<file path="src/hw/rtl/table_dfa_capture_parser_macros.svh">
// Assertion macros for the table DFA capture parser.
// Used by the top level only; needs nothing else.
`ifndef TABLE_DFA_CAPTURE_PARSER_MACROS_SVH
`define TABLE_DFA_CAPTURE_PARSER_MACROS_SVH

// ante implies cons on the same edge, checked outside reset
`define TDCP_ASSERT_IMPLY(label, clk, rst, ante, cons) \
   label: assert property (@(posedge clk) disable iff (rst) (ante) |-> (cons)) \
      else $error("tdcp: implication check failed");

// cons holds on the edge after reset was seen high
`define TDCP_ASSERT_AFTER_RESET(label, clk, rst, cons) \
   label: assert property (@(posedge clk) (rst) |=> (cons)) \
      else $error("tdcp: post-reset check failed");

`endif

</file>
<file path="src/hw/rtl/tdcp_pkg.sv">
// Shared types and constants for the table DFA capture parser.
// No dependencies; imported by the front, queue, back and top modules.
package tdcp_pkg;

   // table geometry
   localparam int NUM_STATES  = 128;
   localparam int ROW_W       = $clog2(NUM_STATES);
   localparam int COL_W       = 8;
   localparam int ADDR_W      = ROW_W + COL_W;
   localparam int TABLE_DEPTH = NUM_STATES * (1 << COL_W);
   localparam int WORD_W      = 32;
   localparam int STATE_W     = 16;
   localparam int ACT_W       = 16;

   localparam logic [STATE_W-1:0] ANY_STATE = STATE_W'(1);
   localparam logic [ROW_W-1:0]   ANY_ROW   = ANY_STATE[ROW_W-1:0];
   localparam logic [COL_W-1:0]   WILD_COL  = 8'h2A;   // '*'

   // action flag bits
   localparam int FLAG_MATCH = 15;
   localparam int FLAG_DONE  = 14;
   localparam int FLAG_START = 13;
   localparam int FLAG_END   = 12;
   localparam int END_ID_LSB = 6;

   // capture slots
   localparam int NUM_CAPTURES = 16;
   localparam int CAP_W        = $clog2(NUM_CAPTURES);
   localparam int ID_OUT_W     = 4;

   // message position
   localparam int              POS_W     = 16;
   localparam logic [POS_W-1:0] POS_LIMIT = {{(POS_W-1){1'b1}}, 1'b0};
   localparam int              DONE_W    = POS_W + 1;

   // request beat layout
   localparam int IN_DATA_W    = 56;
   localparam int IN_USER_W    = 2;
   localparam int IN_BYTE_LSB  = 0;
   localparam int IN_ROW_LSB   = 8;
   localparam int IN_COL_LSB   = 15;
   localparam int IN_WORD_LSB  = 23;
   localparam int USER_ACTION  = 0;
   localparam int USER_FIRST   = 1;

   localparam int OUT_DATA_W   = 80;
   localparam int OUT_PAD_W    = 4;

   localparam int QUEUE_DEPTH  = 2;

   typedef enum logic {
      ITEM_BYTE,
      ITEM_WRITE
   } item_kind_type;

   typedef struct packed {
      item_kind_type       kind;
      logic                first;
      logic [COL_W-1:0]    byte_value;
      logic [ADDR_W-1:0]   addr;
      logic [WORD_W-1:0]   word;
   } tdcp_item_type;

   typedef struct packed {
      logic [POS_W-1:0]    position;
      logic                range_valid;
      logic [ID_OUT_W-1:0] range_slot;
      logic [POS_W-1:0]    range_start;
      logic [POS_W-1:0]    range_length;
      logic                match_valid;
      logic [ID_OUT_W-1:0] match_id;
      logic                done_valid;
      logic [DONE_W-1:0]   done_index;
   } tdcp_result_type;

   typedef enum logic [1:0] {
      BK_IDLE,
      BK_LOOKUP,
      BK_RESTEP
   } bk_state_type;

endpackage

</file>
<file path="src/hw/rtl/tdcp_queue.sv">
// Short in-order queue of classified items between front and back.
// Depends on tdcp_pkg for the item type.
module tdcp_queue #(
   parameter int DEPTH = tdcp_pkg::QUEUE_DEPTH
) (
   input  logic                    clock,
   input  logic                    reset,
   input  logic                    push_valid,
   output logic                    push_ready,
   input  tdcp_pkg::tdcp_item_type push_item,
   output logic                    pop_valid,
   input  logic                    pop_ready,
   output tdcp_pkg::tdcp_item_type pop_item
);
   import tdcp_pkg::*;

   localparam int PTR_W = $clog2(DEPTH);
   localparam int CNT_W = $clog2(DEPTH + 1);

   tdcp_item_type    entry_ff [DEPTH];
   logic [PTR_W-1:0] wr_ptr_ff;
   logic [PTR_W-1:0] rd_ptr_ff;
   logic [CNT_W-1:0] count_ff;
   logic [PTR_W-1:0] wr_ptr_in;
   logic [PTR_W-1:0] rd_ptr_in;
   logic [CNT_W-1:0] count_in;
   logic             push;
   logic             pop;

   assign push_ready = (count_ff != CNT_W'(DEPTH));
   assign pop_valid  = (count_ff != '0);
   assign pop_item   = entry_ff[rd_ptr_ff];
   assign push       = push_valid && push_ready;
   assign pop        = pop_valid && pop_ready;

   always_comb begin
      wr_ptr_in = wr_ptr_ff;
      rd_ptr_in = rd_ptr_ff;
      count_in  = count_ff;
      if (push) begin
         wr_ptr_in = (wr_ptr_ff == PTR_W'(DEPTH - 1)) ? '0 : wr_ptr_ff + 1'b1;
      end
      if (pop) begin
         rd_ptr_in = (rd_ptr_ff == PTR_W'(DEPTH - 1)) ? '0 : rd_ptr_ff + 1'b1;
      end
      case ({push, pop})
         2'b10:   count_in = count_ff + 1'b1;
         2'b01:   count_in = count_ff - 1'b1;
         default: count_in = count_ff;
      endcase
   end

   always_ff @(posedge clock) begin
      if (reset) begin
         wr_ptr_ff <= '0;
         rd_ptr_ff <= '0;
         count_ff  <= '0;
      end else begin
         wr_ptr_ff <= wr_ptr_in;
         rd_ptr_ff <= rd_ptr_in;
         count_ff  <= count_in;
      end
   end

   always_ff @(posedge clock) begin
      if (push) begin
         entry_ff[wr_ptr_ff] <= push_item;
      end
   end

endmodule

</file>
<file path="config.mk">
export PLATFORM = sky130hd
export DESIGN_NAME = tdcp_queue
export DESIGN_NICKNAME = d
export VERILOG_FILES = /design/src/hw/rtl/table_dfa_capture_parser_macros.svh /design/src/hw/rtl/tdcp_pkg.sv /design/src/hw/rtl/tdcp_queue.sv
export SDC_FILE = /design/constraint.sdc
export NUM_CORES = 1
export LEC_CHECK = 0
export BUFFER_PORTS_ARGS = -buffer_cell sky130_fd_sc_hd__buf_2
export CAP_MARGIN = 5
export CELL_PAD_IN_SITES_DETAIL_PLACEMENT = 1
export CELL_PAD_IN_SITES_GLOBAL_PLACEMENT = 1
export CORE_ASPECT_RATIO = 1.75
export CORE_MARGIN = 3
export CORE_UTILIZATION = 47
export CTS_CLUSTER_SIZE = 14
export DETAILED_ROUTE_END_ITERATION = 16
export GPL_TIMING_DRIVEN = 0
export PLACE_DENSITY_LB_ADDON = 0.1
export RECOVER_POWER = 50
export SYNTH_ARGS = -nofsm -noshare
export SYNTH_HDL_FRONTEND = slang
export SYNTH_SLANG_ARGS = --single-unit
export TNS_END_PERCENT = 50
</file>
<file path="constraint.sdc">
create_clock -name clock -period 6.55 [get_ports clock]
set_input_delay 0.9825 -clock clock [delete_from_list [all_inputs] [get_ports clock]]
set_output_delay 0.9825 -clock clock [all_outputs]
set_load 0.02 [all_outputs]
</file>
* Word-level counts from Yosys, hierarchy flattened
Memory sizes are Yosys's and may differ from the RTL's. A register that Yosys moved wholly into a read port is not among the register bits.
Index checks and enable logic that the tools add are counted.
** Operators by class
- Equality and inequality tests :: 3
- $add $sub $neg :: 4
- Muxes and demuxes :: 7
- Reductions and logical operators :: 4
** Operators with widths (number)
- 1-bit 2-to-1 mux :: 6
- 2-bit case mux with 2 select lines :: 1
- 2-bit nonzero test :: 2
- 1-bit adder (second input constant) :: 2
- 2-bit by 1-bit adder with 2-bit output (second input constant) :: 1
- 2-bit by 1-bit == test with 1-bit output (second input constant) :: 1
- 2-bit == test (second input constant) :: 1
- 1-bit logical AND :: 2
- 2-bit != test (second input constant) :: 1
- 2-bit by 1-bit subtractor with 2-bit output (second input constant) :: 1
** Word-level totals
- Input bits :: 61
- Bits in registers :: 4
- Memories :: 1
- Bits in writable memories :: 114
** Memory list
- entry_ff :: depth 2, width 57, read ports 1, clocked after memory_dff 1, write ports 1, line tdcp_queue.sv:20 : tdcp_item_type entry_ff [DEPTH];

* Longest topological paths before layout
- Depth in word-level cells :: 4
- Mapped depth :: 6
- Mapped depth without buffers :: 6

* Least setup slack after synthesis
Ideal clock, no wire load.
- Path kind :: input-to-reg
- Start point :: input port push_valid
- End point :: memory entry_ff[1][0] in the netlist's numbering, enable pin
- Arrival :: 2.379 ns
- Stages :: 1
- Data required time :: 6.129 ns
- Setup slack :: 3.750 ns
- Cells stage by stage :: and3_1
** On the way
- Longest elaborated chain between the ends :: 3
** RTL lines
- start, declared :: line tdcp_queue.sv:8 : input logic push_valid,
- 1-bit logical AND :: line tdcp_queue.sv:33 : assign push = push_valid && push_ready;
- 1-bit 2-to-1 mux :: line tdcp_queue.sv:66 : if (push) begin
- 1-bit 2-to-1 mux (implied by the code) :: line tdcp_queue.sv:67 : entry_ff[wr_ptr_ff] <= push_item;
- end, declared :: line tdcp_queue.sv:20
No other way between the ends.

==> results.json <==
{
  "ys_seq_elements": 119,
  "max_freq_mhz": 364,
  "die-width_um": 78.5,
  "yosys_warnings": 0,
  "grt_max_degree": 38,
  "die_area_mm2": 0.0104,
  "fill_cells": 832,
  "wl_per_cell_um": 18.8,
  "layout_commonest_cell": "edfxtp_1",
  "path_max_fanout": 10,
  "synth_cells": 201,
  "power_frac_comb": 0.268,
  "diodes": 0,
  "port_buffers": 119,
  "fin_crit_sh": 0.420,
  "grt_setup_unrepaired": "false",
  "grt_overflow": 0,
  "syn_nets": 263,
  "yosysUniqueCellTypes": 20,
  "preCtsSetupSlack_ns": 4.17,
  "final_cell_mix": "114 x edfxtp_1, 92 x buf_2, 57 x mux2_2, 31 x clkbuf_1, 17 x clkbuf_16",
  "io_pins": 120,
  "cp-end-kind": "output port",
  "swShare": 0.295,
  "drv_slew": 0,
  "die_h_um": 133,
  "power_switching_mw": 0.729,
  "layout_setup_ws_ns": 3.80,
  "clk_pin_slew_ns": 0.05,
  "worstMarginPinSlew_ns": 1.11,
  "slew_headroom": 0.257,
  "antenna_found_initial": 0,
  "fin_total_pwr_mw": 2.47,
  "cts_resized": 0,
  "fin_worst_skew_ns": 0.0196,
  "arrival_ns": 1.77,
  "setup_tns_ns": 0,
  "initial_core_util": 0.489,
  "fp-row-count": 45,
  "layout-drive-gt1-share": 0.511,
  "ys_seq_area_frac": 0.815,
  "drt-initial-drc-count": 76,
  "cts.sinks": 119,
  "syn_area_mm2": 0.00433,
  "routed_wl_mm": 8.85,
  "cts-root-buf": "clkbuf_16",
  "powerDensity_mw_per_mm2": 442,
  "intPower_mw": 1.74,
  "area_growth_pct": 29.3,
  "postCtsHoldBufs": 0,
  "crit_path_start_kind": "register",
  "drc_errors": 0,
  "via_count": 2313,
  "clock_power_share": 0.328,
  "required_ns": 5.57,
  "cts_tree": "built",
  "vdd_ir_drop_max_uv": 250,
  "viasPerCell": 4.91,
  "p_leak_nw": 2.06,
  "setup_viol": 0,
  "first_pass_iters": 4,
  "status": "finished, final reports clean",
  "min-delay-path-class": "register to register",
  "period_needed_ns": 2.75,
  "syn_area_per_cell_um2": 21.5,
  "clk_latency_ns": 0.41,
  "first_global_vias": 2659,
  "core_mm2": 0.00884,
  "clockBufferDepth": 2,
  "max-cap-violations": 0,
  "synth.largest_area_cell": "edfxtp_1",
  "grt_pass1_wl_mm": 13.8,
  "htreeDepth": 4,
  "synth_top_area_frac": 0.791,
  "ys_top_cells_by_area": "edfxtp_1 79%, mux2_2 15%, dfxtp_1 2.3%",
  "post_cts_buffers": 0,
  "numCtsBuffers": 17,
  "final_nets": 403,
  "seqPwrFrac": 0.404,
  "hold_viol": 0,
  "gp_congestion": 0.711,
  "dp_hpwl_mm": 5.93,
  "antenna_left": 0,
  "grt.total_usage": 0.183,
  "crit_type": "register to output port",
  "final_util": 0.633
}
==> cell families after synthesis <==
kind of cell / count (synthesis) / share of synthesized area
AO/OA/AOI/OAI: 5 / 0.00752
XOR/XNOR: 3 / 0.00608
adder cells (fa/ha/maj): 1 / 0.00289
buffers and inverters: 7 / 0.00954
flip-flops: 119 / 0.815
multiplexers: 57 / 0.148
AND/OR/NAND/NOR: 9 / 0.0110
==> worst paths after layout <==
path	start	to	slack, ns	cells after the start
hold reg to reg	rd_ptr_ff	register	0.53	2
hold / removal	rd_ptr_ff	register	0.53	2
setup reg to reg	count_ff[0]	entry_ff[1][22]	4.34	3
setup / recovery	register	pop_item[19]	3.80	4
==> power by group through the flow <==
stage / logic [mW] / clock network (mW) / registers, mW
CTS: 0.683 / 0.831 / 0.997
global placement: 0.654 / 0 / 1.01
global route: 0.714 / 0.872 / 1.01
detailed placement: 0.675 / 0 / 1.01
floorplan: 0.457 / 0 / 1.00
finish: 0.663 / 0.810 / 0.997
==> critical path, cell delays in order (launching register included) <==
cell and delay [ns]:
dfxtp_1 0.34, buf_2 0.26, buf_4 0.24, mux2_2 0.36
buf_2 0.16
==> metal layers <==
metal	share of wire	track usage	vias up
met5	0	0	-
met4	0.012	0.0788	0
met3	0.057	0.0749	9
met2	0.57	0.322	84
met1	0.36	0.186	1144
li1	-	-	1076
==> sequential cells by signal, summed over array words and instances, names as in the netlist, named ones only <==
name       cells
count_ff       2
entry_ff     114
rd_ptr_ff      1
wr_ptr_ff      1
==> final cells by class <==
| class | instances | area, um2 | share of cell area |
|---|---|---|---|
| sequential | 119 | 3520 | 0.630 |
| inverter | 1 | 3.75 | 0.000671 |
| tap | 117 | 146 | 0.0262 |
| clock buffer | 19 | 433 | 0.0774 |
| multi-input combinational | 75 | 761 | 0.136 |
| buffer | 6 | 37.5 | 0.00671 |
| timing repair buffer | 121 | 598 | 0.107 |
| clock inverter | 13 | 88.8 | 0.0159 |
==> cells in the mapped netlist, drive strengths merged <==
| master | instances |
|---|---|
| a21oi | 2 |
| a21bo | 1 |
| nand3b | 1 |
| dfxtp | 5 |
| or2 | 1 |
| and3 | 1 |
| edfxtp | 114 |
| or3 | 1 |
| nand2 | 1 |
| mux2 | 57 |
| o21a | 1 |
| xor2 | 1 |
| nor2 | 3 |
| ha | 1 |
| nand2b | 1 |
| inv | 1 |
| buf | 6 |
| o21ai | 1 |
| xnor2 | 2 |
==> per-stage QoR <==
stage	hold slack, ns	std cells	instance area [um2]
after floorplan	0.474	201	4330
after global placement	0.497	437	5070
after detailed placement	0.514	439	5110
after CTS	0.535	471	5630
after global routing	0.591	471	5590
final	0.532	471	5590
No activity file was read; power rests on OpenSTA's default activity.
