`src/hw/rtl/table_dfa_capture_parser_macros.svh`:
```
// Assertion macros for the table DFA capture parser.
// Used by the top level only; needs nothing else.
`ifndef TABLE_DFA_CAPTURE_PARSER_MACROS_SVH
`define TABLE_DFA_CAPTURE_PARSER_MACROS_SVH

// ante implies cons on the same edge, checked outside reset
`define TDCP_ASSERT_IMPLY(label, clk, rst, ante, cons) \
   label: assert property (@(posedge clk) disable iff (rst) (ante) |-> (cons)) \
      else $error("tdcp: implication check failed");

// cons holds on the edge after reset was seen high
`define TDCP_ASSERT_AFTER_RESET(label, clk, rst, cons) \
   label: assert property (@(posedge clk) (rst) |=> (cons)) \
      else $error("tdcp: post-reset check failed");

`endif

```
`src/hw/rtl/tdcp_pkg.sv`:
```
// Shared types and constants for the table DFA capture parser.
// No dependencies; imported by the front, queue, back and top modules.
package tdcp_pkg;

   // table geometry
   localparam int NUM_STATES  = 128;
   localparam int ROW_W       = $clog2(NUM_STATES);
   localparam int COL_W       = 8;
   localparam int ADDR_W      = ROW_W + COL_W;
   localparam int TABLE_DEPTH = NUM_STATES * (1 << COL_W);
   localparam int WORD_W      = 32;
   localparam int STATE_W     = 16;
   localparam int ACT_W       = 16;

   localparam logic [STATE_W-1:0] ANY_STATE = STATE_W'(1);
   localparam logic [ROW_W-1:0]   ANY_ROW   = ANY_STATE[ROW_W-1:0];
   localparam logic [COL_W-1:0]   WILD_COL  = 8'h2A;   // '*'

   // action flag bits
   localparam int FLAG_MATCH = 15;
   localparam int FLAG_DONE  = 14;
   localparam int FLAG_START = 13;
   localparam int FLAG_END   = 12;
   localparam int END_ID_LSB = 6;

   // capture slots
   localparam int NUM_CAPTURES = 16;
   localparam int CAP_W        = $clog2(NUM_CAPTURES);
   localparam int ID_OUT_W     = 4;

   // message position
   localparam int              POS_W     = 16;
   localparam logic [POS_W-1:0] POS_LIMIT = {{(POS_W-1){1'b1}}, 1'b0};
   localparam int              DONE_W    = POS_W + 1;

   // request beat layout
   localparam int IN_DATA_W    = 56;
   localparam int IN_USER_W    = 2;
   localparam int IN_BYTE_LSB  = 0;
   localparam int IN_ROW_LSB   = 8;
   localparam int IN_COL_LSB   = 15;
   localparam int IN_WORD_LSB  = 23;
   localparam int USER_ACTION  = 0;
   localparam int USER_FIRST   = 1;

   localparam int OUT_DATA_W   = 80;
   localparam int OUT_PAD_W    = 4;

   localparam int QUEUE_DEPTH  = 2;

   typedef enum logic {
      ITEM_BYTE,
      ITEM_WRITE
   } item_kind_type;

   typedef struct packed {
      item_kind_type       kind;
      logic                first;
      logic [COL_W-1:0]    byte_value;
      logic [ADDR_W-1:0]   addr;
      logic [WORD_W-1:0]   word;
   } tdcp_item_type;

   typedef struct packed {
      logic [POS_W-1:0]    position;
      logic                range_valid;
      logic [ID_OUT_W-1:0] range_slot;
      logic [POS_W-1:0]    range_start;
      logic [POS_W-1:0]    range_length;
      logic                match_valid;
      logic [ID_OUT_W-1:0] match_id;
      logic                done_valid;
      logic [DONE_W-1:0]   done_index;
   } tdcp_result_type;

   typedef enum logic [1:0] {
      BK_IDLE,
      BK_LOOKUP,
      BK_RESTEP
   } bk_state_type;

endpackage

```
`src/hw/rtl/tdcp_back.sv`:
```
// Back end: runs table writes and DFA steps against the table RAM,
// keeps parser state, position and capture starts, and holds the result.
// Depends on tdcp_pkg.
module tdcp_back (
   input  logic                            clock,
   input  logic                            reset,
   input  logic                            pop_valid,
   output logic                            pop_ready,
   input  tdcp_pkg::tdcp_item_type         pop_item,
   output logic                            ram_wr_en,
   output logic [tdcp_pkg::ADDR_W-1:0]     ram_wr_addr,
   output logic [tdcp_pkg::WORD_W-1:0]     ram_wr_data,
   output logic                            ram_rd_en,
   output logic [tdcp_pkg::ADDR_W-1:0]     ram_rd_addr_a,
   output logic [tdcp_pkg::ADDR_W-1:0]     ram_rd_addr_b,
   input  logic [tdcp_pkg::WORD_W-1:0]     ram_rd_data_a,
   input  logic [tdcp_pkg::WORD_W-1:0]     ram_rd_data_b,
   output logic                            rsp_valid,
   input  logic                            rsp_ready,
   output tdcp_pkg::tdcp_result_type       rsp_result
);
   import tdcp_pkg::*;

   bk_state_type        state_ff;
   bk_state_type        state_in;
   logic [STATE_W-1:0]  parser_state_ff;
   logic [POS_W-1:0]    pos_ff;
   logic                finished_ff;
   logic [POS_W-1:0]    cap_ff [NUM_CAPTURES];
   logic [COL_W-1:0]    byte_ff;
   logic                rsp_valid_ff;
   tdcp_result_type     rsp_result_ff;
   tdcp_result_type     rsp_result_in;

   logic                first_hit;
   logic [STATE_W-1:0]  eff_state;
   logic [POS_W-1:0]    eff_pos;
   logic                eff_fin;
   logic                skip;
   logic [WORD_W-1:0]   word_sel;
   logic                hit;
   logic [STATE_W-1:0]  nxt;
   logic [ACT_W-1:0]    act;
   logic                f_match;
   logic                f_done;
   logic                f_start;
   logic                f_end;
   logic [CAP_W-1:0]    start_id;
   logic [CAP_W-1:0]    end_id;
   logic [POS_W-1:0]    cap_read;
   logic                out_free;
   logic                restep_need;
   logic                begin_byte;
   logic                resolve;
   logic                finish_restep;

   // a first-of-message byte sees the cleared context
   assign first_hit = (pop_item.kind == ITEM_BYTE) && pop_item.first;
   assign eff_state = first_hit ? '0 : parser_state_ff;
   assign eff_pos   = first_hit ? '0 : pos_ff;
   assign eff_fin   = first_hit ? 1'b0 : finished_ff;
   assign skip      = eff_fin || (eff_pos >= POS_LIMIT);

   // lookup resolve: byte column, then '*' column, then any-state
   assign word_sel = (ram_rd_data_a != '0) ? ram_rd_data_a : ram_rd_data_b;
   assign hit      = (word_sel != '0);
   assign nxt      = hit ? word_sel[STATE_W-1:0] : ANY_STATE;
   assign act      = hit ? word_sel[WORD_W-1:STATE_W] : '0;
   assign f_match  = act[FLAG_MATCH];
   assign f_done   = act[FLAG_DONE];
   assign f_start  = act[FLAG_START];
   assign f_end    = act[FLAG_END];
   assign start_id = act[CAP_W-1:0];
   assign end_id   = act[END_ID_LSB +: CAP_W];
   // start is recorded before the end reads it
   assign cap_read = (f_start && (start_id == end_id)) ? pos_ff : cap_ff[end_id];

   assign out_free    = !rsp_valid_ff || rsp_ready;
   assign restep_need = !f_done && (nxt == ANY_STATE);

   always_comb begin
      rsp_result_in.position     = pos_ff;
      rsp_result_in.range_valid  = f_end;
      rsp_result_in.range_slot   = f_end ? act[ID_OUT_W-1:0] : '0;
      rsp_result_in.range_start  = f_end ? cap_read : '0;
      rsp_result_in.range_length = f_end ? (pos_ff - cap_read + 1'b1) : '0;
      rsp_result_in.match_valid  = f_match;
      rsp_result_in.match_id     = f_match ? act[ID_OUT_W-1:0] : '0;
      rsp_result_in.done_valid   = f_done;
      rsp_result_in.done_index   = f_done ? ({1'b0, pos_ff} - 1'b1) : '0;
   end

   // next state
   always_comb begin
      state_in = state_ff;
      unique case (state_ff)
         BK_IDLE: begin
            if (pop_valid && (pop_item.kind == ITEM_BYTE) && !skip) begin
               state_in = BK_LOOKUP;
            end
         end
         BK_LOOKUP: begin
            if (out_free) begin
               state_in = restep_need ? BK_RESTEP : BK_IDLE;
            end
         end
         BK_RESTEP: begin
            state_in = BK_IDLE;
         end
         default: begin
            state_in = BK_IDLE;
         end
      endcase
   end

   // outputs
   always_comb begin
      pop_ready     = 1'b0;
      ram_wr_en     = 1'b0;
      ram_rd_en     = 1'b0;
      ram_rd_addr_a = {eff_state[ROW_W-1:0], pop_item.byte_value};
      ram_rd_addr_b = {eff_state[ROW_W-1:0], WILD_COL};
      begin_byte    = 1'b0;
      resolve       = 1'b0;
      finish_restep = 1'b0;
      unique case (state_ff)
         BK_IDLE: begin
            pop_ready = 1'b1;
            if (pop_valid) begin
               if (pop_item.kind == ITEM_WRITE) begin
                  ram_wr_en = 1'b1;
               end else begin
                  begin_byte = 1'b1;
                  ram_rd_en  = !skip;
               end
            end
         end
         BK_LOOKUP: begin
            if (out_free) begin
               resolve = 1'b1;
               if (restep_need) begin
                  ram_rd_en     = 1'b1;
                  ram_rd_addr_a = {ANY_ROW, byte_ff};
                  ram_rd_addr_b = {ANY_ROW, WILD_COL};
               end
            end
         end
         BK_RESTEP: begin
            finish_restep = 1'b1;
         end
         default: begin
            pop_ready = 1'b0;
         end
      endcase
   end

   assign ram_wr_addr = pop_item.addr;
   assign ram_wr_data = pop_item.word;

   always_ff @(posedge clock) begin
      if (reset) begin
         state_ff        <= BK_IDLE;
         parser_state_ff <= '0;
         pos_ff          <= '0;
         finished_ff     <= 1'b0;
         rsp_valid_ff    <= 1'b0;
         for (int i = 0; i < NUM_CAPTURES; i++) begin
            cap_ff[i] <= '0;
         end
      end else begin
         state_ff <= state_in;
         if (begin_byte) begin
            parser_state_ff <= eff_state;
            pos_ff          <= eff_pos;
            finished_ff     <= eff_fin;
            if (first_hit) begin
               for (int i = 0; i < NUM_CAPTURES; i++) begin
                  cap_ff[i] <= '0;
               end
            end
         end
         if (resolve) begin
            pos_ff          <= pos_ff + 1'b1;
            parser_state_ff <= nxt;
            if (f_start) begin
               cap_ff[start_id] <= pos_ff;
            end
            if (f_end) begin
               cap_ff[end_id] <= '0;
            end
            if (f_done) begin
               finished_ff <= 1'b1;
            end
         end
         if (finish_restep) begin
            parser_state_ff <= nxt;
         end
         if (resolve) begin
            rsp_valid_ff <= 1'b1;
         end else if (rsp_ready) begin
            rsp_valid_ff <= 1'b0;
         end
      end
   end

   always_ff @(posedge clock) begin
      if (resolve) begin
         rsp_result_ff <= rsp_result_in;
      end
      if (begin_byte) begin
         byte_ff <= pop_item.byte_value;
      end
   end

   assign rsp_valid  = rsp_valid_ff;
   assign rsp_result = rsp_result_ff;

endmodule

```
`config.mk`:
```
export PLATFORM = sky130hd
export DESIGN_NAME = tdcp_back
export DESIGN_NICKNAME = d
export VERILOG_FILES = /design/src/hw/rtl/table_dfa_capture_parser_macros.svh /design/src/hw/rtl/tdcp_pkg.sv /design/src/hw/rtl/tdcp_back.sv
export SDC_FILE = /design/constraint.sdc
export NUM_CORES = 1
export LEC_CHECK = 0
export ABC_AREA = 0
export BUFFER_PORTS_ARGS = -buffer_cell sky130_fd_sc_hd__buf_2
export CAP_MARGIN = 15
export CORE_MARGIN = 3
export CORE_UTILIZATION = 35
export DETAILED_ROUTE_END_ITERATION = 10
export PLACE_DENSITY = 0.62
export SYNTH_ARGS = -nofsm -noshare
export SYNTH_HDL_FRONTEND = slang
export SYNTH_SLANG_ARGS = --single-unit
```
`constraint.sdc`:
```
create_clock -name clock -period 7.15 [get_ports clock]
set_input_delay 1.7875 -clock clock [delete_from_list [all_inputs] [get_ports clock]]
set_output_delay 1.7875 -clock clock [all_outputs]
set_load 0.1 [all_outputs]
```
# Word level (Yosys, flattened, before mapping)
# Memory sizes are Yosys's and may differ from the RTL's.
# Index checks and enable logic that the tools add are counted.
[word_totals]
register_bits = 111
ram_bits = 256
out_inout_bits = 157
word_cells = 141
memories = 1
[op_classes]
n_addsub = 4
magnitude_cmp = 1
eq_ne = 6
n_mux = 78
bitwise_logic = 17
reduce_logical = 19
[memory_table]
columns = ["name", "words", "word_bits", "rd", "rd_ports_with_merged_regs", "wr", "line_no", "source"]
rows = [
  ["cap_ff", 16, 16, 1, 0, 16, "tdcp_back.sv:29", "logic [POS_W-1:0] cap_ff [NUM_CAPTURES];"],
]
[ops]
columns = ["cell", "n"]
rows = [
  ["16-bit two-way mux", 24],
  ["15-bit two-way mux", 6],
  ["32-bit nonzero test", 2],
  ["1-bit two-way mux", 36],
  ["16-bit by 1-bit adder with 16-bit output, second input constant", 2],
  ["32-bit two-way mux", 1],
  ["16-bit OR reduction", 2],
  ["7-bit two-way mux", 4],
  ["16-bit by 1-bit subtractor with 17-bit output, second input constant", 1],
  ["16-bit by 1-bit equality test with 1-bit output, second input constant", 1],
  ["16-bit greater-or-equal comparator, second input constant", 1],
  ["1-bit OR", 16],
  ["16-bit subtractor", 1],
  ["4-bit two-way mux", 2],
  ["2-bit two-way mux", 3],
  ["1-bit logical AND", 5],
  ["4-bit equality test", 1],
  ["2-bit inequality test, second input constant", 2],
  ["2-bit one-hot mux with 2 select lines", 1],
  ["2-bit nonzero test", 2],
  ["1-bit zero test", 3],
  ["3-bit nonzero test", 1],
  ["2-bit by 1-bit equality test with 1-bit output, second input constant", 1],
  ["2-bit equality test, second input constant", 1],
  ["5 further kinds", 6],
]

# Logic depth before layout (Yosys ltp)
[depth]
depth_word = 10
depth_mapped = 25
mapped_depth_nobuf = 22

# Worst setup path after synthesis
# No wires, ideal clock.
[synth_timing]
path_kind = "input-to-output"
start = "in ram_rd_data_a[27] (netlist bit)"
end = "out ram_rd_addr_b[10] (netlist bit)"
arrival_ns = 5.113
required_ns = 5.362
setup_slack_ns = 0.250
path_stages = 10
path_cell_list = "or4_4 > nor4_4 > and3_1 > buf_6 > clkbuf_1 > a21oi_1 > nand4_1 > buf_2 > and3_1 > buf_4"
[synth_between]
elab_chain_cells = 9
word_cells_on_any_way = 11
[synth_rtl]
columns = ["element", "line_no", "source"]
rows = [
  ["start, declared", "tdcp_back.sv:16", "input logic [tdcp_pkg::WORD_W-1:0] ram_rd_data_a,"],
  ["32-bit nonzero test", "tdcp_back.sv:65", "assign word_sel = (ram_rd_data_a != '0) ? ram_rd_data_a : ram_rd_data_b;"],
  ["32-bit two-way mux (*)", "tdcp_back.sv:65", ""],
  ["32-bit nonzero test", "tdcp_back.sv:66", "assign hit = (word_sel != '0);"],
  ["16-bit two-way mux, on equally long branches", "tdcp_back.sv:67, tdcp_back.sv:68", ""],
  ["16-bit by 1-bit equality test with 1-bit output or 1-bit zero test (tied branches)", "tdcp_back.sv:79", "assign restep_need = !f_done && (nxt == ANY_STATE);"],
  ["1-bit logical AND (*)", "tdcp_back.sv:79", ""],
  ["15-bit two-way mux (*)", "tdcp_back.sv:141", "if (restep_need) begin"],
  ["15-bit two-way mux (*)", "tdcp_back.sv:139", "if (out_free) begin"],
  ["15-bit two-way mux (*)", "tdcp_back.sv:126", "unique case (state_ff)"],
  ["end, declared", "tdcp_back.sv:15", "output logic [tdcp_pkg::ADDR_W-1:0] ram_rd_addr_b,"],
]
# Mark *: on every way between the ends. The rest lies on a longest branch, timed or not.

# Final worst setup path
[layout_timing]
start = "in ram_rd_data_a[30] (netlist bit)"
end = "reg rsp_result_ff (netlist bit rsp_result[38]) (data pin)"
[layout_between]
elab_chain_cells = 9
word_cells_on_any_way = 10
[layout_rtl]
columns = ["element", "line_no", "source"]
rows = [
  ["32-bit nonzero test", "tdcp_back.sv:65", ""],
  ["32-bit two-way mux (*)", "tdcp_back.sv:65", ""],
  ["32-bit nonzero test", "tdcp_back.sv:66", ""],
  ["16-bit two-way mux (*)", "tdcp_back.sv:68", "assign act = hit ? word_sel[WORD_W-1:STATE_W] : '0;"],
  ["parallel branches: the longest is 5 deep, another holds memory read 16 x 16 bit", "n/a", ""],
  ["end signal, assigned", "tdcp_back.sv:208", "rsp_result_ff <= rsp_result_in;"],
  ["end, declared", "tdcp_back.sv:32", "tdcp_result_type rsp_result_ff;"],
]
# Every way passes the cells marked *.
# A chain may end at the register's enable or synchronous reset.

==> metrics list <==
- Transition time at the pin with the least slew margin: around 1100 ps
- Max capacitance violation total: 0
- Number of placed instances, taps included: between 2000 and 3000
- Post-CTS timing repair inserted 0 buffers for setup.
* Die Outline Area: 0.0540 mm²
- STA puts the critical path data required time at 7420 ps.
- The count of endpoints failing hold in the final timing report is 0.
* Routability cong.: 0.929
- Total vias in the final route: 16400
* Mapped cell area: 0.0179 mm²
- For this run, the post-layout net count is 2390.
* Cell variety after synth: 67
* Number of inserted filler cells in the final layout: ~4900
* Mean area per synthesized cell: 8.60 µm²
- The setup path with the least slack is of type in2reg.
- The wire-length estimate of the detail-placed layout is 41800 µm.
- Summing all non-filler instances in the final layout gives an area of 0.0213 mm².
* Max Fanout on Critical Path: 27
* Class of the most critical hold timing path: reg2reg
- Total global routing track utilization: 0.219
- Kind of end point of the critical path: register
- The detailed router finished its first iteration with ~1600 violations.
* Static power due to leakage: 0.00759 µW
* Fraction of the yosys area taken by sequential cells: 0.456
* Standard-cell rows: between 80 and 90
- Setup violations remaining at the end of the flow were counted as 0.
- Prior to clock tree synthesis, the placed netlist has a worst setup slack of -274 ps.
- Signed area change from the synthesized netlist to the final layout: 18.7%
* Primary flip-flop cell chosen by synthesis mapping: dfxtp_1
* Grt total ovfl: 0
* Data arrival time of the critical path: ~7200 ps
- Max_slew headroom: 0.232
- Pin count of the biggest net entering global routing: between 150 and 200
* Number of levels the H-tree was split into: 2
* Clock Sinks: 367
- Clock tree from TritonCTS: built
- For this run, the number of Yosys warnings is 0.
- The worst-case IR drop observed on VDD is between 0.1 and 0.15 mV.
- In the finished design, the share of the clock period the worst path needs comes to 0.961.
- Pins Over Slew Limit: 0
- In the routed design, unresolved DRC markers number 0.
- The first detailed-routing pass took 6 iterations.
- The initial utilization of the core area, before any placement, comes to 0.356.
* Minimum clock period after layout: 6870 ps
- Pin placement for this block handled 282 I/O pins.
- Most used cells in the layout excluding fill and tap cells: 312 x nand2_1, 283 x dfxtp_1, 281 x nand3_1
- Count of flip-flops with a built-in enable after synthesis: 84
- In the final layout, flip-flops and latches occupy slightly above 0.008 mm².
- Remaining number of nets flagged by the antenna check after routing: 0
* Total Wirelength: 61000 µm
* Clock skew after layout: 19.6 ps
- Maximum clock frequency: around 150 MHz
- The region available for standard cell placement spans 0.0504 mm².
- DP Area: 0.0199 mm²
- Worst-skew pair later-pin latency: 570 ps
- CTS buffer count: 41
* Power per cell area: 226 mW/mm²
* Flip-flop and latch count after synthesis: 367
* Ratio of cells with drive above 1 in the final layout: 0.229
- Via count of the first global-routing pass: 15700
- Initial antenna violation count: 0
* Vias per inst: 5.60
- Wire per inst: 20.8 µm
- The library cell used most frequently in the layout, excluding fill and tap cells, is nand2_1.
* Wire length of the first global-routing pass: 93300 µm
* Vert. Die Dim: 232 µm
- Bufs on Longest Clock Path: 3
* Instance count of the mapped netlist: 2086
* Antenna diodes: 0
* Area occupied by multi-input gates: 0.00845 mm²
* Final worst setup slack: 276 ps
- After synthesis, the share of flip-flops with an asynchronous set or reset is 0.
* Final instance count without filler cells: 2937
* Library cell used as clock root buffer: clkbuf_16
- Horizontal die dimension: about 230 µm
- The flow ran to the end, and the final reports show no timing, DRC or antenna violations.
* Port-buffer cells: 179
- Clock-pin slew on the worst setup and hold paths: ~60 ps
- Kind of start point of the critical path: input port
[repair_timing]
action | in CTS | in global routing
resized for setup | 0 | 7
setup endpoints to repair | 0 | 3
hold buffers | 0 | 0
[final timing paths]
check	startpoint	end	slack [ps]	cells past startpoint
worst max-delay path	ram_rd_data_a[30]	rsp_result[38]$_SDFFCE_PN0P_	280	27
worst min-delay path	cap_ff[2][12]$_SDFFE_PP0P_	cap_ff[2][12]$_SDFFE_PP0P_	470	2
worst max register to register	cap_ff[7][2]$_SDFFE_PP0P_	rsp_result[38]$_SDFFCE_PN0P_	2840	18
worst min register to register	cap_ff[2][12]$_SDFFE_PP0P_	cap_ff[2][12]$_SDFFE_PP0P_	470	2
[state kept, by name, summed over array words and instances, names as in the netlist]
| name | count |
|---|---|
| rsp_result | 76 |
| pos_ff | 16 |
| state_ff | 2 |
| rsp_valid | 1 |
| finished_ff | 1 |
| cap_ff | 256 |
| parser_state_ff | 7 |
| byte_ff | 8 |
[per-stage QoR]
stage          TNS [ps]  utilization  total power, µW  hold slack, ps
2_1_floorplan         0            -             2630             426
3_3_place_gp       -530        0.394             2660             441
3_5_place_dp       -649        0.394             2670             458
4_1_cts               0        0.422             4820             466
5_1_grt            -130        0.423             4940             485
6_report              0        0.423             4810             465
[cell families after synthesis]
| group | count (synthesis) | synth area share |
|---|---|---|
| and+or+nand+nor | 832 | 0.221 |
| AOI/OAI and AO/OA | 552 | 0.199 |
| DFF | 367 | 0.456 |
| buffers and inverters | 259 | 0.0790 |
| adders and majority gates | 32 | 0.0227 |
| xor gates and xnor gates | 30 | 0.0146 |
| muxes | 12 | 0.00732 |
| other | 2 | 0.000418 |
[cells in the mapped netlist (20+ instances only)]
| library cell | n | area share |
|---|---|---|
| edfxtp_1 | 84 | 0.14 |
| a22oi_1 | 106 | 0.044 |
| ha_1 | 31 | 0.022 |
| a21oi_1 | 280 | 0.078 |
| nor4_1 | 24 | 0.0084 |
| clkbuf_1 | 79 | 0.017 |
| buf_2 | 57 | 0.016 |
| a21oi_2 | 62 | 0.030 |
| nand3_1 | 281 | 0.078 |
| dfxtp_1 | 283 | 0.32 |
| buf_4 | 77 | 0.032 |
| xnor2_1 | 20 | 0.0098 |
| and2_1 | 20 | 0.0070 |
| nor2_1 | 110 | 0.023 |
| nand2_1 | 312 | 0.065 |
[critical path, stage by stage]
cell	delay, ps
buf_2	110
nor4_2	350
buf_4	190
and4_1	280
buf_4	190
buf_4	120
a41oi_2	140
xnor2_1	190
o2111ai_1	250
nor2_2	200
buf_4	140
buf_4	260
a21oi_1	150
ha_1	200
ha_1	200
fa_1	400
a21oi_1	190
o21bai_1	100
a21oi_1	230
o211ai_1	130
a31oi_1	220
o21bai_1	120
a2111oi_1	480
buf_4	190
o31ai_1	80
xnor2_1	160
nor2_1	60
[routing by layer]
layer,vias to the layer above,share of wire,GRT usage
met3,115,0.078,0.0377
met1,7924,0.43,0.292
met2,719,0.47,0.360
met4,0,0.028,0.0710
li1,7683,-,-
met5,-,0,0
[report_power, final]
| part | internal, µW | total (µW) | switching (µW) |
|---|---|---|---|
| sequential | 2140 | 2150 | 5.77 |
| combinational | 131 | 483 | 352 |
| clock | 1300 | 2180 | 872 |
[area by class of cell]
class | count | area share
Clock buffer | 62 | 0.0581
Clock inverter | 13 | 0.00687
Inverter | 19 | 0.00341
Multi-Input combinational cell | 1466 | 0.397
Sequential cell | 367 | 0.384
Tap cell | 672 | 0.0395
Timing Repair Buffer | 338 | 0.111
Note: power is estimated with default switching activity, not from simulation.
