==> src/hw/rtl/table_dfa_capture_parser_macros.svh <==
// Assertion macros for the table DFA capture parser.
// Used by the top level only; needs nothing else.
`ifndef TABLE_DFA_CAPTURE_PARSER_MACROS_SVH
`define TABLE_DFA_CAPTURE_PARSER_MACROS_SVH

// ante implies cons on the same edge, checked outside reset
`define TDCP_ASSERT_IMPLY(label, clk, rst, ante, cons) \
   label: assert property (@(posedge clk) disable iff (rst) (ante) |-> (cons)) \
      else $error("tdcp: implication check failed");

// cons holds on the edge after reset was seen high
`define TDCP_ASSERT_AFTER_RESET(label, clk, rst, cons) \
   label: assert property (@(posedge clk) (rst) |=> (cons)) \
      else $error("tdcp: post-reset check failed");

`endif

==> src/hw/rtl/tdcp_pkg.sv <==
// Shared types and constants for the table DFA capture parser.
// No dependencies; imported by the front, queue, back and top modules.
package tdcp_pkg;

   // table geometry
   localparam int NUM_STATES  = 128;
   localparam int ROW_W       = $clog2(NUM_STATES);
   localparam int COL_W       = 8;
   localparam int ADDR_W      = ROW_W + COL_W;
   localparam int TABLE_DEPTH = NUM_STATES * (1 << COL_W);
   localparam int WORD_W      = 32;
   localparam int STATE_W     = 16;
   localparam int ACT_W       = 16;

   localparam logic [STATE_W-1:0] ANY_STATE = STATE_W'(1);
   localparam logic [ROW_W-1:0]   ANY_ROW   = ANY_STATE[ROW_W-1:0];
   localparam logic [COL_W-1:0]   WILD_COL  = 8'h2A;   // '*'

   // action flag bits
   localparam int FLAG_MATCH = 15;
   localparam int FLAG_DONE  = 14;
   localparam int FLAG_START = 13;
   localparam int FLAG_END   = 12;
   localparam int END_ID_LSB = 6;

   // capture slots
   localparam int NUM_CAPTURES = 16;
   localparam int CAP_W        = $clog2(NUM_CAPTURES);
   localparam int ID_OUT_W     = 4;

   // message position
   localparam int              POS_W     = 16;
   localparam logic [POS_W-1:0] POS_LIMIT = {{(POS_W-1){1'b1}}, 1'b0};
   localparam int              DONE_W    = POS_W + 1;

   // request beat layout
   localparam int IN_DATA_W    = 56;
   localparam int IN_USER_W    = 2;
   localparam int IN_BYTE_LSB  = 0;
   localparam int IN_ROW_LSB   = 8;
   localparam int IN_COL_LSB   = 15;
   localparam int IN_WORD_LSB  = 23;
   localparam int USER_ACTION  = 0;
   localparam int USER_FIRST   = 1;

   localparam int OUT_DATA_W   = 80;
   localparam int OUT_PAD_W    = 4;

   localparam int QUEUE_DEPTH  = 2;

   typedef enum logic {
      ITEM_BYTE,
      ITEM_WRITE
   } item_kind_type;

   typedef struct packed {
      item_kind_type       kind;
      logic                first;
      logic [COL_W-1:0]    byte_value;
      logic [ADDR_W-1:0]   addr;
      logic [WORD_W-1:0]   word;
   } tdcp_item_type;

   typedef struct packed {
      logic [POS_W-1:0]    position;
      logic                range_valid;
      logic [ID_OUT_W-1:0] range_slot;
      logic [POS_W-1:0]    range_start;
      logic [POS_W-1:0]    range_length;
      logic                match_valid;
      logic [ID_OUT_W-1:0] match_id;
      logic                done_valid;
      logic [DONE_W-1:0]   done_index;
   } tdcp_result_type;

   typedef enum logic [1:0] {
      BK_IDLE,
      BK_LOOKUP,
      BK_RESTEP
   } bk_state_type;

endpackage

==> src/hw/rtl/tdcp_front.sv <==
// Front end: takes request beats, classifies them as table writes or
// message bytes and hands them to the queue. Depends on tdcp_pkg.
module tdcp_front (
   input  logic                            clock,
   input  logic                            reset,
   input  logic                            req_tvalid,
   output logic                            req_tready,
   input  logic [tdcp_pkg::IN_DATA_W-1:0]  req_tdata,
   input  logic [tdcp_pkg::IN_USER_W-1:0]  req_tuser,
   output logic                            push_valid,
   input  logic                            push_ready,
   output tdcp_pkg::tdcp_item_type         push_item
);
   import tdcp_pkg::*;

   logic          valid_ff;
   logic          valid_in;
   tdcp_item_type item_ff;
   tdcp_item_type item_in;
   logic          load;

   always_comb begin
      item_in.kind       = req_tuser[USER_ACTION] ? ITEM_WRITE : ITEM_BYTE;
      // first-of-message means nothing on a table write
      item_in.first      = req_tuser[USER_FIRST] && !req_tuser[USER_ACTION];
      item_in.byte_value = req_tdata[IN_BYTE_LSB +: COL_W];
      item_in.addr       = {req_tdata[IN_ROW_LSB +: ROW_W], req_tdata[IN_COL_LSB +: COL_W]};
      item_in.word       = req_tdata[IN_WORD_LSB +: WORD_W];
   end

   assign req_tready = !valid_ff || push_ready;
   assign load       = req_tvalid && req_tready;
   assign valid_in   = load || (valid_ff && !push_ready);
   assign push_valid = valid_ff;
   assign push_item  = item_ff;

   always_ff @(posedge clock) begin
      if (reset) begin
         valid_ff <= 1'b0;
      end else begin
         valid_ff <= valid_in;
      end
   end

   always_ff @(posedge clock) begin
      if (load) begin
         item_ff <= item_in;
      end
   end

endmodule

==> config.mk <==
export PLATFORM = sky130hd
export DESIGN_NAME = tdcp_front
export DESIGN_NICKNAME = d
export VERILOG_FILES = /design/src/hw/rtl/table_dfa_capture_parser_macros.svh /design/src/hw/rtl/tdcp_pkg.sv /design/src/hw/rtl/tdcp_front.sv
export SDC_FILE = /design/constraint.sdc
export NUM_CORES = 1
export LEC_CHECK = 0
export BUFFER_PORTS_ARGS = -buffer_cell sky130_fd_sc_hd__buf_2
export CAP_MARGIN = 20
export CORE_AREA = 2 2 70 72
export DETAILED_ROUTE_END_ITERATION = 6
export DIE_AREA = 0 0 72 74
export GPL_TIMING_DRIVEN = 0
export PLACE_DENSITY = 0.75
export SYNTH_ARGS = -nofsm -noshare
export SYNTH_HDL_FRONTEND = slang
export SYNTH_SLANG_ARGS = --single-unit
==> constraint.sdc <==
create_clock -name clock -period 1.8 [get_ports clock]
set_clock_uncertainty 0.1 [all_clocks]
set_input_delay 0.09 -clock clock [delete_from_list [all_inputs] [get_ports clock]]
set_output_delay 0.09 -clock clock [all_outputs]
set_load 0.01 [all_outputs]
# After elaboration in Yosys (flattened, before gate mapping)
# Index checks and enable logic that the tools add are counted.
# totals
input_bits	62
reg_bits	58
# op_classes
n_reduce_logical	8
muxes	1
# op_table
operator	n
logical AND 1 bit	3
zero test 1 bit	3
logical OR 1 bit	2
2-to-1 mux 1 bit	1

# Longest topological paths before layout
# Gate-level depths: netlist (run 1).
# depth
ltp_word	4
mapped_depth	2

# Least setup slack after synthesis (run 1)
# No wires, ideal clock.
# synth_path
kind	register to register
startpoint	register valid_ff (netlist: push_valid)
endpoint	register item_ff, in the netlist push_item[0], enable pin
t_required_ns	1.326
setup_slack_ns	0.369
stages_incl_launch_ff	3
setup_time_ns	0.374
arrival_time_ns	0.957
n_path_buf	0
cell_sequence	dfxtp_1 > nand2b_4 > and2_4
# synth_between
elab_chain_cells	3
# synth_rtl
item	line	rtl
start, declared	tdcp_front.sv:16	logic valid_ff;
start signal, assigned	tdcp_front.sv:41	valid_ff <= valid_in;
zero test 1 bit	tdcp_front.sv:31	assign req_tready = !valid_ff || push_ready;
logical OR 1 bit	tdcp_front.sv:31	
net req_tready	tdcp_front.sv:7	output logic req_tready,
logical AND 1 bit	tdcp_front.sv:32	assign load = req_tvalid && req_tready;
net load	tdcp_front.sv:20	logic load;
end signal, assigned	tdcp_front.sv:47	item_ff <= item_in;
end, declared	tdcp_front.sv:18	tdcp_item_type item_ff;
# The timed path passes the listed nets, and every way through them passes these cells.
# A chain may end at the register's enable or synchronous reset.

# Final worst setup path (run 1)
# layout_path
startpoint	register valid_ff (netlist: push_valid)
endpoint	register item_ff, in the netlist push_item[49], enable pin
# layout_between
elab_chain_cells	3
# layout_rtl
item	line
zero test 1 bit	tdcp_front.sv:31
logical OR 1 bit	tdcp_front.sv:31
logical AND 1 bit	tdcp_front.sv:32
net load	tdcp_front.sv:20
# The timed path passes the listed nets, and every way through them passes these cells.

==> results.yml, run 1 <==
pwr:
  power_switching_uw: 660
  p_clk_share_pct: 39.6
  p_per_area_mw_per_mm2: 986
  ir_worst_vdd_v: 0.000724
  seq_power_share_pct: 50.2
  p_leak_nw: 1.40
  p_int_mw: 2.53
  switching_share_pct: 20.7
  p_comb_share_pct: 10.2
global_routing:
  grt_pass1_vias: 1526
  grt_first_pass_wirelength_mm: 7.29
  antenna_found_initial: 0
  grt_max_degree: 58
  grt_overflow: 0
  grt_usage_pct: 19.7
routing:
  initialDrtViolationCount: 49
  dr_wl_met3_um: 532
  vias_per_cell: 4.33
  ant_nets: 0
  routed_wl_mm: 5.03
  wl_met2_mm: 2.68
  num_vias: 1347
  top_layer: "met4"
  remaining_drc_errors: 0
  wl_per_cell_um: 16.2
  drt-met1-wl_mm: 1.76
  first_pass_iters: 4
cts:
  cts-root-buf: "clkbuf_8"
  clk_latency_ns: 0.32
  cts_max_level: 3
  post-cts-setup-buffer-count: 0
  cts_resized: 0
  cts_sinks: 58
  clkTransAtPathRegs_ns: 0.07
  cts.path.max_buffers: 2
  cts_tree: "done"
  numCtsBuffers: 9
yosys:
  synthFlopType: "edfxtp_1"
  synthTopCellsByArea: "edfxtp_1 97%, dfxtp_1 1.1%, nand2b_4 0.78%, a21oi_2 0.49%, and2_4 0.49%"
  syn_inst: 63
  ys_seq_elements: 58
  synth_top_area_share_pct: 96.5
  ys_warn_count: 0
  async_flop_share_pct: 0
  syn_area_per_cell_sq_um: 28.1
  yosysMostFrequentCell: "edfxtp_1"
  ys_types: 7
  netlist_area_sq_mm: 0.00177
  seq_area_frac_synth_pct: 97.7
  synth_fp_nets: 125
  synth-edff-count: 57
  yosys.area.top_type: "edfxtp_1"
layout:
  final_layout_size_suffix_gt1_share_pct: 52.9
  syn2layout_area_growth_pct: 82.5
  antenna-diode-count: 0
  fillerInstances: 299
  fin_util_pct: 70.4
  finalNetCount: 314
die:
  die-height_um: 74
  fp.coreArea_sq_mm: 0.00460
  num_rows: 25
  initial_utilization_pct: 38.6
  boundaryPins: 121
  die_area_sq_mm: 0.00533
  die_w_um: 72
worst_setup_path:
  crit_type: "reg -> reg"
  crit_path_cell_trace: "nand2b_4 -> and2_4"
  worstPathArrival_ns: 1.38
  rr_worst_depth: 2
  r2r_setup_slack_ns: 0.27
  r2r_start: "push_valid"
  worst_ep_required_time_ns: 1.65
  cpMaxStageDelayCell: "and2_4"
  r2r_end: "push_item[49]"
  crit_path_start_kind: "flip-flop"
  worst-path-max-fanout: 57
  end_kind: "flip-flop"
  cp_slowest_stage_delay_ns: 0.61
sta:
  max_slew.worst_pin.slew_ns: 0.695
  period_minus_slack_ns: 1.53
  setup_tns_ns: 0
  rsz0062_at_grt: "no"
  drv_slew: 0
  hold_viol: 0
  fin_crit_sh_pct: 84.7
  setup_viol: 0
  relSlewSlack_pct: 53.7
  fmaxAchievable_ghz: 0.656
hold_path:
  hold-path-cell-count: 2
  hold_path.class: "in -> reg"
  hold_path.startpoint: "req_tvalid"
  hold_end: "push_item[4]"
flow_run:
  drv_cap: 0
placed_design:
  io_buffers: 119
  routabilityCongestion: 0.712
outcome:
  status: "finished clean"
-- metrics by stage --
| step | std cells | hold slack (ns) | power, mW | setup slack [ns] | area (sq um) |
|---|---|---|---|---|---|
| after floorplan | 63 | 0.0524 | 1.70 | 0.369 | 1770 |
| after global placement | 236 | 0.151 | 1.84 | 0.298 | 2440 |
| after detailed placement | 236 | 0.162 | 1.85 | 0.273 | 2440 |
| after CTS | 310 | 0.000135 | 3.20 | 0.253 | 3230 |
| after global routing | 311 | 0.351 | 3.32 | 0.201 | 3240 |
| final | 311 | 0.363 | 3.19 | 0.275 | 3240 |
-- power by group through the flow --
stage | clock network (mW) | registers [mW] | logic, mW
after floorplan | 0 | 1.67 | 0.0304
after global placement | 0 | 1.62 | 0.214
after detailed placement | 0 | 1.63 | 0.221
after CTS | 1.28 | 1.60 | 0.318
after global routing | 1.36 | 1.61 | 0.350
final | 1.26 | 1.60 | 0.326
-- layout by cell type (no fill, tap or decap) --
master         instances
clkinv_2               2
clkinv_1               1
clkinvlp_4             1
edfxtp_1              57
inv_1                  1
nor2b_1                1
buf_2                119
nand2b_4               1
bufinv_16              2
clkbuf_1               1
dlygate4sd3_1         59
and2_4                 1
a21oi_2                1
dfxtp_1                1
clkbuf_8               9
-- layout make-up --
class,instances,area [sq um],area share (%)
Multi-Input combinational cell,4,37.5,1.16
Timing Repair Buffer,178,1190,36.7
Sequential cell,58,1730,53.5
Clock buffer,10,128,3.94
Tap cell,54,67.6,2.09
Clock inverter,6,81.3,2.51
Inverter,1,3.75,0.116
-- metal layers --
layer,vias to the layer above,global-route usage [%]
met5,-,0
met3,8,11.0
met4,0,8.81
li1,630,-
met2,84,34.0
met1,625,19.7
-- worst max path at each step --
stage | start | slack, ns | end
2_1_floorplan | push_valid | 0.37 | push_item[0]
3_3_place_gp | push_valid | 0.30 | push_item[16]
3_5_place_dp | push_valid | 0.27 | push_item[33]
4_1_cts | push_valid | 0.25 | push_item[49]
5_1_grt | push_valid | 0.20 | push_item[51]
6_report | push_valid | 0.27 | push_item[49]
-- worst max-delay path, delay by kind of cell, from the launching register on --
family | cells | cell delay [ns]
flip-flops | 1 | 0.34
AND/OR/NAND/NOR | 2 | 0.70
-- kinds of logic after synthesis --
family,Yosys count,share of synthesized area (%)
buf+inv,1,0.212
simple gates,3,1.62
compound gates,1,0.494
flops,58,97.7
-- registers in the layout (all words and copies together), names as in the netlist --
| name | flops |
|---|---|
| push_item | 57 |
| push_valid | 1 |
-- what timing repair did --
item                       4_1_cts  5_1_grt
setup endpoints to repair        0        0
hold endpoints to repair        58        1
hold buffers                    58        1
(Power assumes the default switching activity.)
==> inputs of run 2 (changes only) <==
- CORE_AREA: 2 2 70 72 -> 2 2 74 76
- DIE_AREA: 0 0 72 74 -> 0 0 76 78
- PLACE_DENSITY: 0.75 -> 0.71
- clock period: 1.8 -> 1.3 ns (I/O delays scaled with it)
==> run 2 against run 1 <==
  * The run now ends with negative hold slack left
  * Non-clock buffer count up 1
  * Sequential share of layout area down 0.23 points
  * Worst setup slack worse by 0.21 ns
  * First-iteration DRC count down 4.1%
  * Hold slack worse by 0.39 ns
  * Sequential power up 38%
  * Design area up 0.50%
  * Clock power up 18%
  * Utilization down 5.9 points
  * Total power up 31%
  * Highest routed layer unchanged
==> results.yml, run 2 (synthesis gave the netlist of run 1 again) <==
layout:
  layout_commonest_cell: "buf_2"
  final_cells: 329
  syn2layout_area_growth_pct: 83.4
  final_cell_mix: "119 x buf_2, 59 x dlygate4sd3_1, 57 x edfxtp_1"
  largest_reg_flops: 57
  fillerInstances: 349
  antenna-diode-count: 0
  multi_input_comb_area_sq_um: 62.6
  final_layout_size_suffix_gt1_share_pct: 53.7
  finalNetCount: 318
  fin_area_sq_mm: 0.00325
  regArea_sq_mm: 0.00173
worst_setup_path:
  worst_ep_required_time_ns: 1.20
  worst-path-max-fanout: 14
  end_kind: "flip-flop"
  crit_type: "reg -> reg"
  worstPathArrival_ns: 1.13
  crit_path_start_kind: "flip-flop"
routing:
  first_pass_iters: 4
  num_vias: 1382
  routed_wl_mm: 5.08
  remaining_drc_errors: 0
  wl_per_cell_um: 15.4
  vias_per_cell: 4.20
  initialDrtViolationCount: 47
  ant_nets: 0
die:
  die_area_sq_mm: 0.00593
  initial_utilization_pct: 35.2
  fp.coreArea_sq_mm: 0.00504
  boundaryPins: 121
  die-height_um: 78
  die_w_um: 76
  num_rows: 26
sta:
  hold_ws_ns: -0.0319
  drv_slew: 0
  rsz0062_at_grt: "no"
  max_slew.worst_pin.slew_ns: 0.327
  setup_viol: 0
  period_minus_slack_ns: 1.23
  fin_crit_sh_pct: 94.7
  setup_tns_ns: 0
  fmaxAchievable_ghz: 0.812
  finalWorstSetupSlack_ns: 0.0692
  relSlewSlack_pct: 78.2
  hold_viol: 1
global_routing:
  grt_first_pass_wirelength_mm: 7.49
  grt_pass1_vias: 1537
  grt_usage_pct: 17.8
  grt_max_degree: 30
  grt_overflow: 0
  antenna_found_initial: 0
outcome:
  violations: "negative hold slack"
  status: "finished with violations"
cts:
  clkTransAtPathRegs_ns: 0.06
  cts_sinks: 58
  cts_max_level: 3
  cts.path.max_buffers: 2
  clk_latency_ns: 0.33
  cts_tree: "done"
  cts-root-buf: "clkbuf_8"
  numCtsBuffers: 9
placed_design:
  routabilityCongestion: 0.677
  io_buffers: 119
  dp.cells: 252
  pre_cts_slack_ns: -0.209
  place_area_sq_mm: 0.00246
  hpwl_mm: 2.63
pwr:
  p_per_area_mw_per_mm2: 1280
  p_leak_nw: 1.40
  ir_worst_vdd_v: 0.000948
  power_mw: 4.17
hold_path:
  hold_path.class: "in -> reg"
flow_run:
  drv_cap: 0
## run 2: timing repair
action / in CTS / in global routing
cloned: 1 / 2
setup buffers: 0 / 1
pin swaps: 1 / 2
gates resized for setup: 1 / 1
endpoints found under the setup margin: 57 / 58
hold endpoints to repair: 58 / 1
hold buffers: 59 / 1
## run 2: worst paths after layout
check             start             to  slack (ns)  cells after the start
min reg2reg  push_valid     push_valid        0.44                      2
min          push_ready     push_valid       -0.03                      3
max reg2reg  push_valid  push_item[30]        0.07                      2
max          push_valid  push_item[30]        0.07                      2
## run 2: routing by layer
layer,global-route usage (%),up-vias,share of wire (%)
li1,-,638,-
met1,17.4,641,36
met3,9.30,11,11
met5,0,-,0
met4,9.64,0,2.0
met2,30.7,92,51
## run 2: layout make-up
class	count	share of cell area, %
Clock buffer	9	3.81
Sequential cell	58	53.3
Multi-Input combinational cell	7	1.92
Tap cell	70	2.69
Inverter	1	0.115
Timing Repair Buffer	179	36.7
Clock inverter	5	1.46
## run 2: power by group
part           leakage (nW)  total (mW)  switching [mW]  internal, mW
sequential            0.560        2.21          0.0287          2.19
combinational         0.753       0.467           0.205         0.262
clock                0.0898        1.49           0.648         0.842
## run 2: worst max-delay path, stage by stage (launching register included)
cell and delay, ns:
dfxtp_2 0.34, nand2b_4 0.10, and2_2 0.36
## run 2: stage by stage
step	hold WS (ns)	utilization (%)
2_1_floorplan	0.0201	-
3_3_place_gp	0.119	48.7
3_5_place_dp	0.122	48.7
4_1_cts	0.194	64.0
5_1_grt	-0.0263	64.5
6_report	-0.0319	64.5
==> inputs of run 3 (changes only) <==
- MAX_ROUTING_LAYER: default -> met4
==> run 3 against run 2 <==
  * The flow still finishes with violations (negative hold slack)
  * Clock power about the same
  * Critical path depth unchanged
  * Largest power group unchanged
  * Clock-buffer cell count unchanged
  * Maximum frequency decreased by 0.55%
  * Hold slack about the same
  * Non-clock buffer count unchanged
  * Largest cell class unchanged
==> results.yml, run 3 (synthesis gave the netlist of run 1 again) <==
worst_setup_path:
  rr_worst_depth: 2
  r2r_end: "push_item[30]"
  crit_path_cell_trace: "nand2b_4 -> and2_2"
  crit_path_start_kind: "flip-flop"
  worst-path-max-fanout: 14
  cp_num_buf_inv: 0
  crit_type: "reg -> reg"
  end_kind: "flip-flop"
  worstPathArrival_ns: 1.14
  critPathLaunch: "push_valid"
  cp_num_cells: 2
  cp_slowest_stage_delay_ns: 0.37
  cpMaxStageDelayCell: "and2_2"
  r2r_setup_slack_ns: 0.06
  r2r_start: "push_valid"
  worst_ep_required_time_ns: 1.20
  path_delay_family: "simple AND/OR/NAND/NOR gates"
layout:
  regArea_sq_mm: 0.00173
  finalNetCount: 318
  final_cell_mix: "119 x buf_2, 59 x dlygate4sd3_1, 57 x edfxtp_1"
  syn2layout_area_growth_pct: 83.4
  layout_commonest_cell: "buf_2"
  final_layout_size_suffix_gt1_share_pct: 53.7
  multi_input_comb_area_sq_um: 62.6
  antenna-diode-count: 0
  largest_reg_flops: 57
  fillerInstances: 349
routing:
  dr_wl_met3_um: 472
  ant_nets: 0
  vias_per_cell: 4.22
  remaining_drc_errors: 0
  wl_met2_mm: 2.60
  initialDrtViolationCount: 47
  num_vias: 1390
  top_layer: "met4"
  routed_wl_mm: 5.07
  wl_per_cell_um: 15.4
  first_pass_iters: 4
  drt-met1-wl_mm: 1.90
cts:
  cts.path.max_buffers: 2
  cts-root-buf: "clkbuf_8"
  cts_max_level: 3
  cts_sinks: 58
  cts_tree: "done"
  clkTransAtPathRegs_ns: 0.06
  numCtsBuffers: 9
  clk_latency_ns: 0.33
placed_design:
  hpwl_mm: 2.63
  pre_cts_slack_ns: -0.209
  routabilityCongestion: 0.684
  io_buffers: 119
pwr:
  p_per_area_mw_per_mm2: 1280
  p_leak_nw: 1.40
  ir_worst_vdd_v: 0.000950
sta:
  hold_viol: 1
  setup_viol: 0
  setup_tns_ns: 0
  relSlewSlack_pct: 77.9
  finalWorstSetupSlack_ns: 0.0624
  hold_ws_ns: -0.0317
  drv_slew: 0
  max_slew.worst_pin.slew_ns: 0.332
  period_minus_slack_ns: 1.24
  fin_crit_sh_pct: 95.2
  rsz0062_at_grt: "no"
  fmaxAchievable_ghz: 0.808
die:
  boundaryPins: 121
  num_rows: 26
  die_area_sq_mm: 0.00593
  die_w_um: 76
  fp.coreArea_sq_mm: 0.00504
  initial_utilization_pct: 35.2
  die-height_um: 78
global_routing:
  grt_overflow: 0
  grt_first_pass_wirelength_mm: 7.47
  grt_pass1_vias: 1542
  grt_usage_pct: 18.4
  antenna_found_initial: 0
  grt_max_degree: 30
outcome:
  status: "finished with violations"
  violations: "negative hold slack"
hold_path:
  hold_end: "push_valid"
  hold_path.startpoint: "push_ready"
  hold_path.class: "in -> reg"
  hold-path-cell-count: 3
flow_run:
  drv_cap: 0
run 3: cell counts in the layout (fill, tap and decap cells not counted):
Identical to the previous run, type by type.
run 3: final cells by class:
cell class	count	area share, %
clock buffer	9	3.81
clock inverter	5	1.46
inverter	1	0.115
multi-input combinational	7	1.92
sequential	58	53.3
tap	70	2.69
timing repair buffer	179	36.7
run 3: worst max-delay path by stage:
stage / to / slack [ns]
after global routing: push_item[30] / 0.004
after detailed placement: push_item[34] / -0.21
after global placement: push_item[16] / -0.19
after CTS: push_item[8] / 0.02
after floorplan: push_item[0] / -0.10
final: push_item[30] / 0.06
run 3: worst register-to-register path, delay by kind of cell, from the launching register on:
kind | cells | cell delay (ns)
flip-flops | 1 | 0.34
AND/OR/NAND/NOR | 2 | 0.48
run 3: per-layer routing:
layer	track usage, %	vias up
li1	-	640
met1	18.7	652
met2	30.7	87
met3	7.33	11
met4	9.64	0
met5	-	-
run 3: power breakdown:
group          leakage (nW)  internal (mW)  switching [mW]
Clock                0.0898          0.842           0.651
Sequential            0.560           2.19          0.0284
Combinational         0.753          0.262           0.205
run 3: stage by stage:
step / hold slack (ns) / instances / utilization [%] / power [mW] / cell area (sq um)
final: -0.0317 / 329 / 64.5 / 4.17 / 3250
after global routing: -0.0263 / 329 / 64.5 / 4.32 / 3250
after CTS: 0.194 / 326 / 64.0 / 4.18 / 3230
after detailed placement: 0.122 / 252 / 48.7 / 2.56 / 2460
after global placement: 0.119 / 252 / 48.7 / 2.54 / 2460
after floorplan: 0.0201 / 63 / - / 2.36 / 1770
run 3: what timing repair did:
action,in CTS,in global routing
resized for setup,1,1
endpoints found under the hold margin,58,1
setup endpoints to repair,57,58
pin swaps,1,2
hold buffers,59,1
gates cloned,1,2
setup buffers,0,1
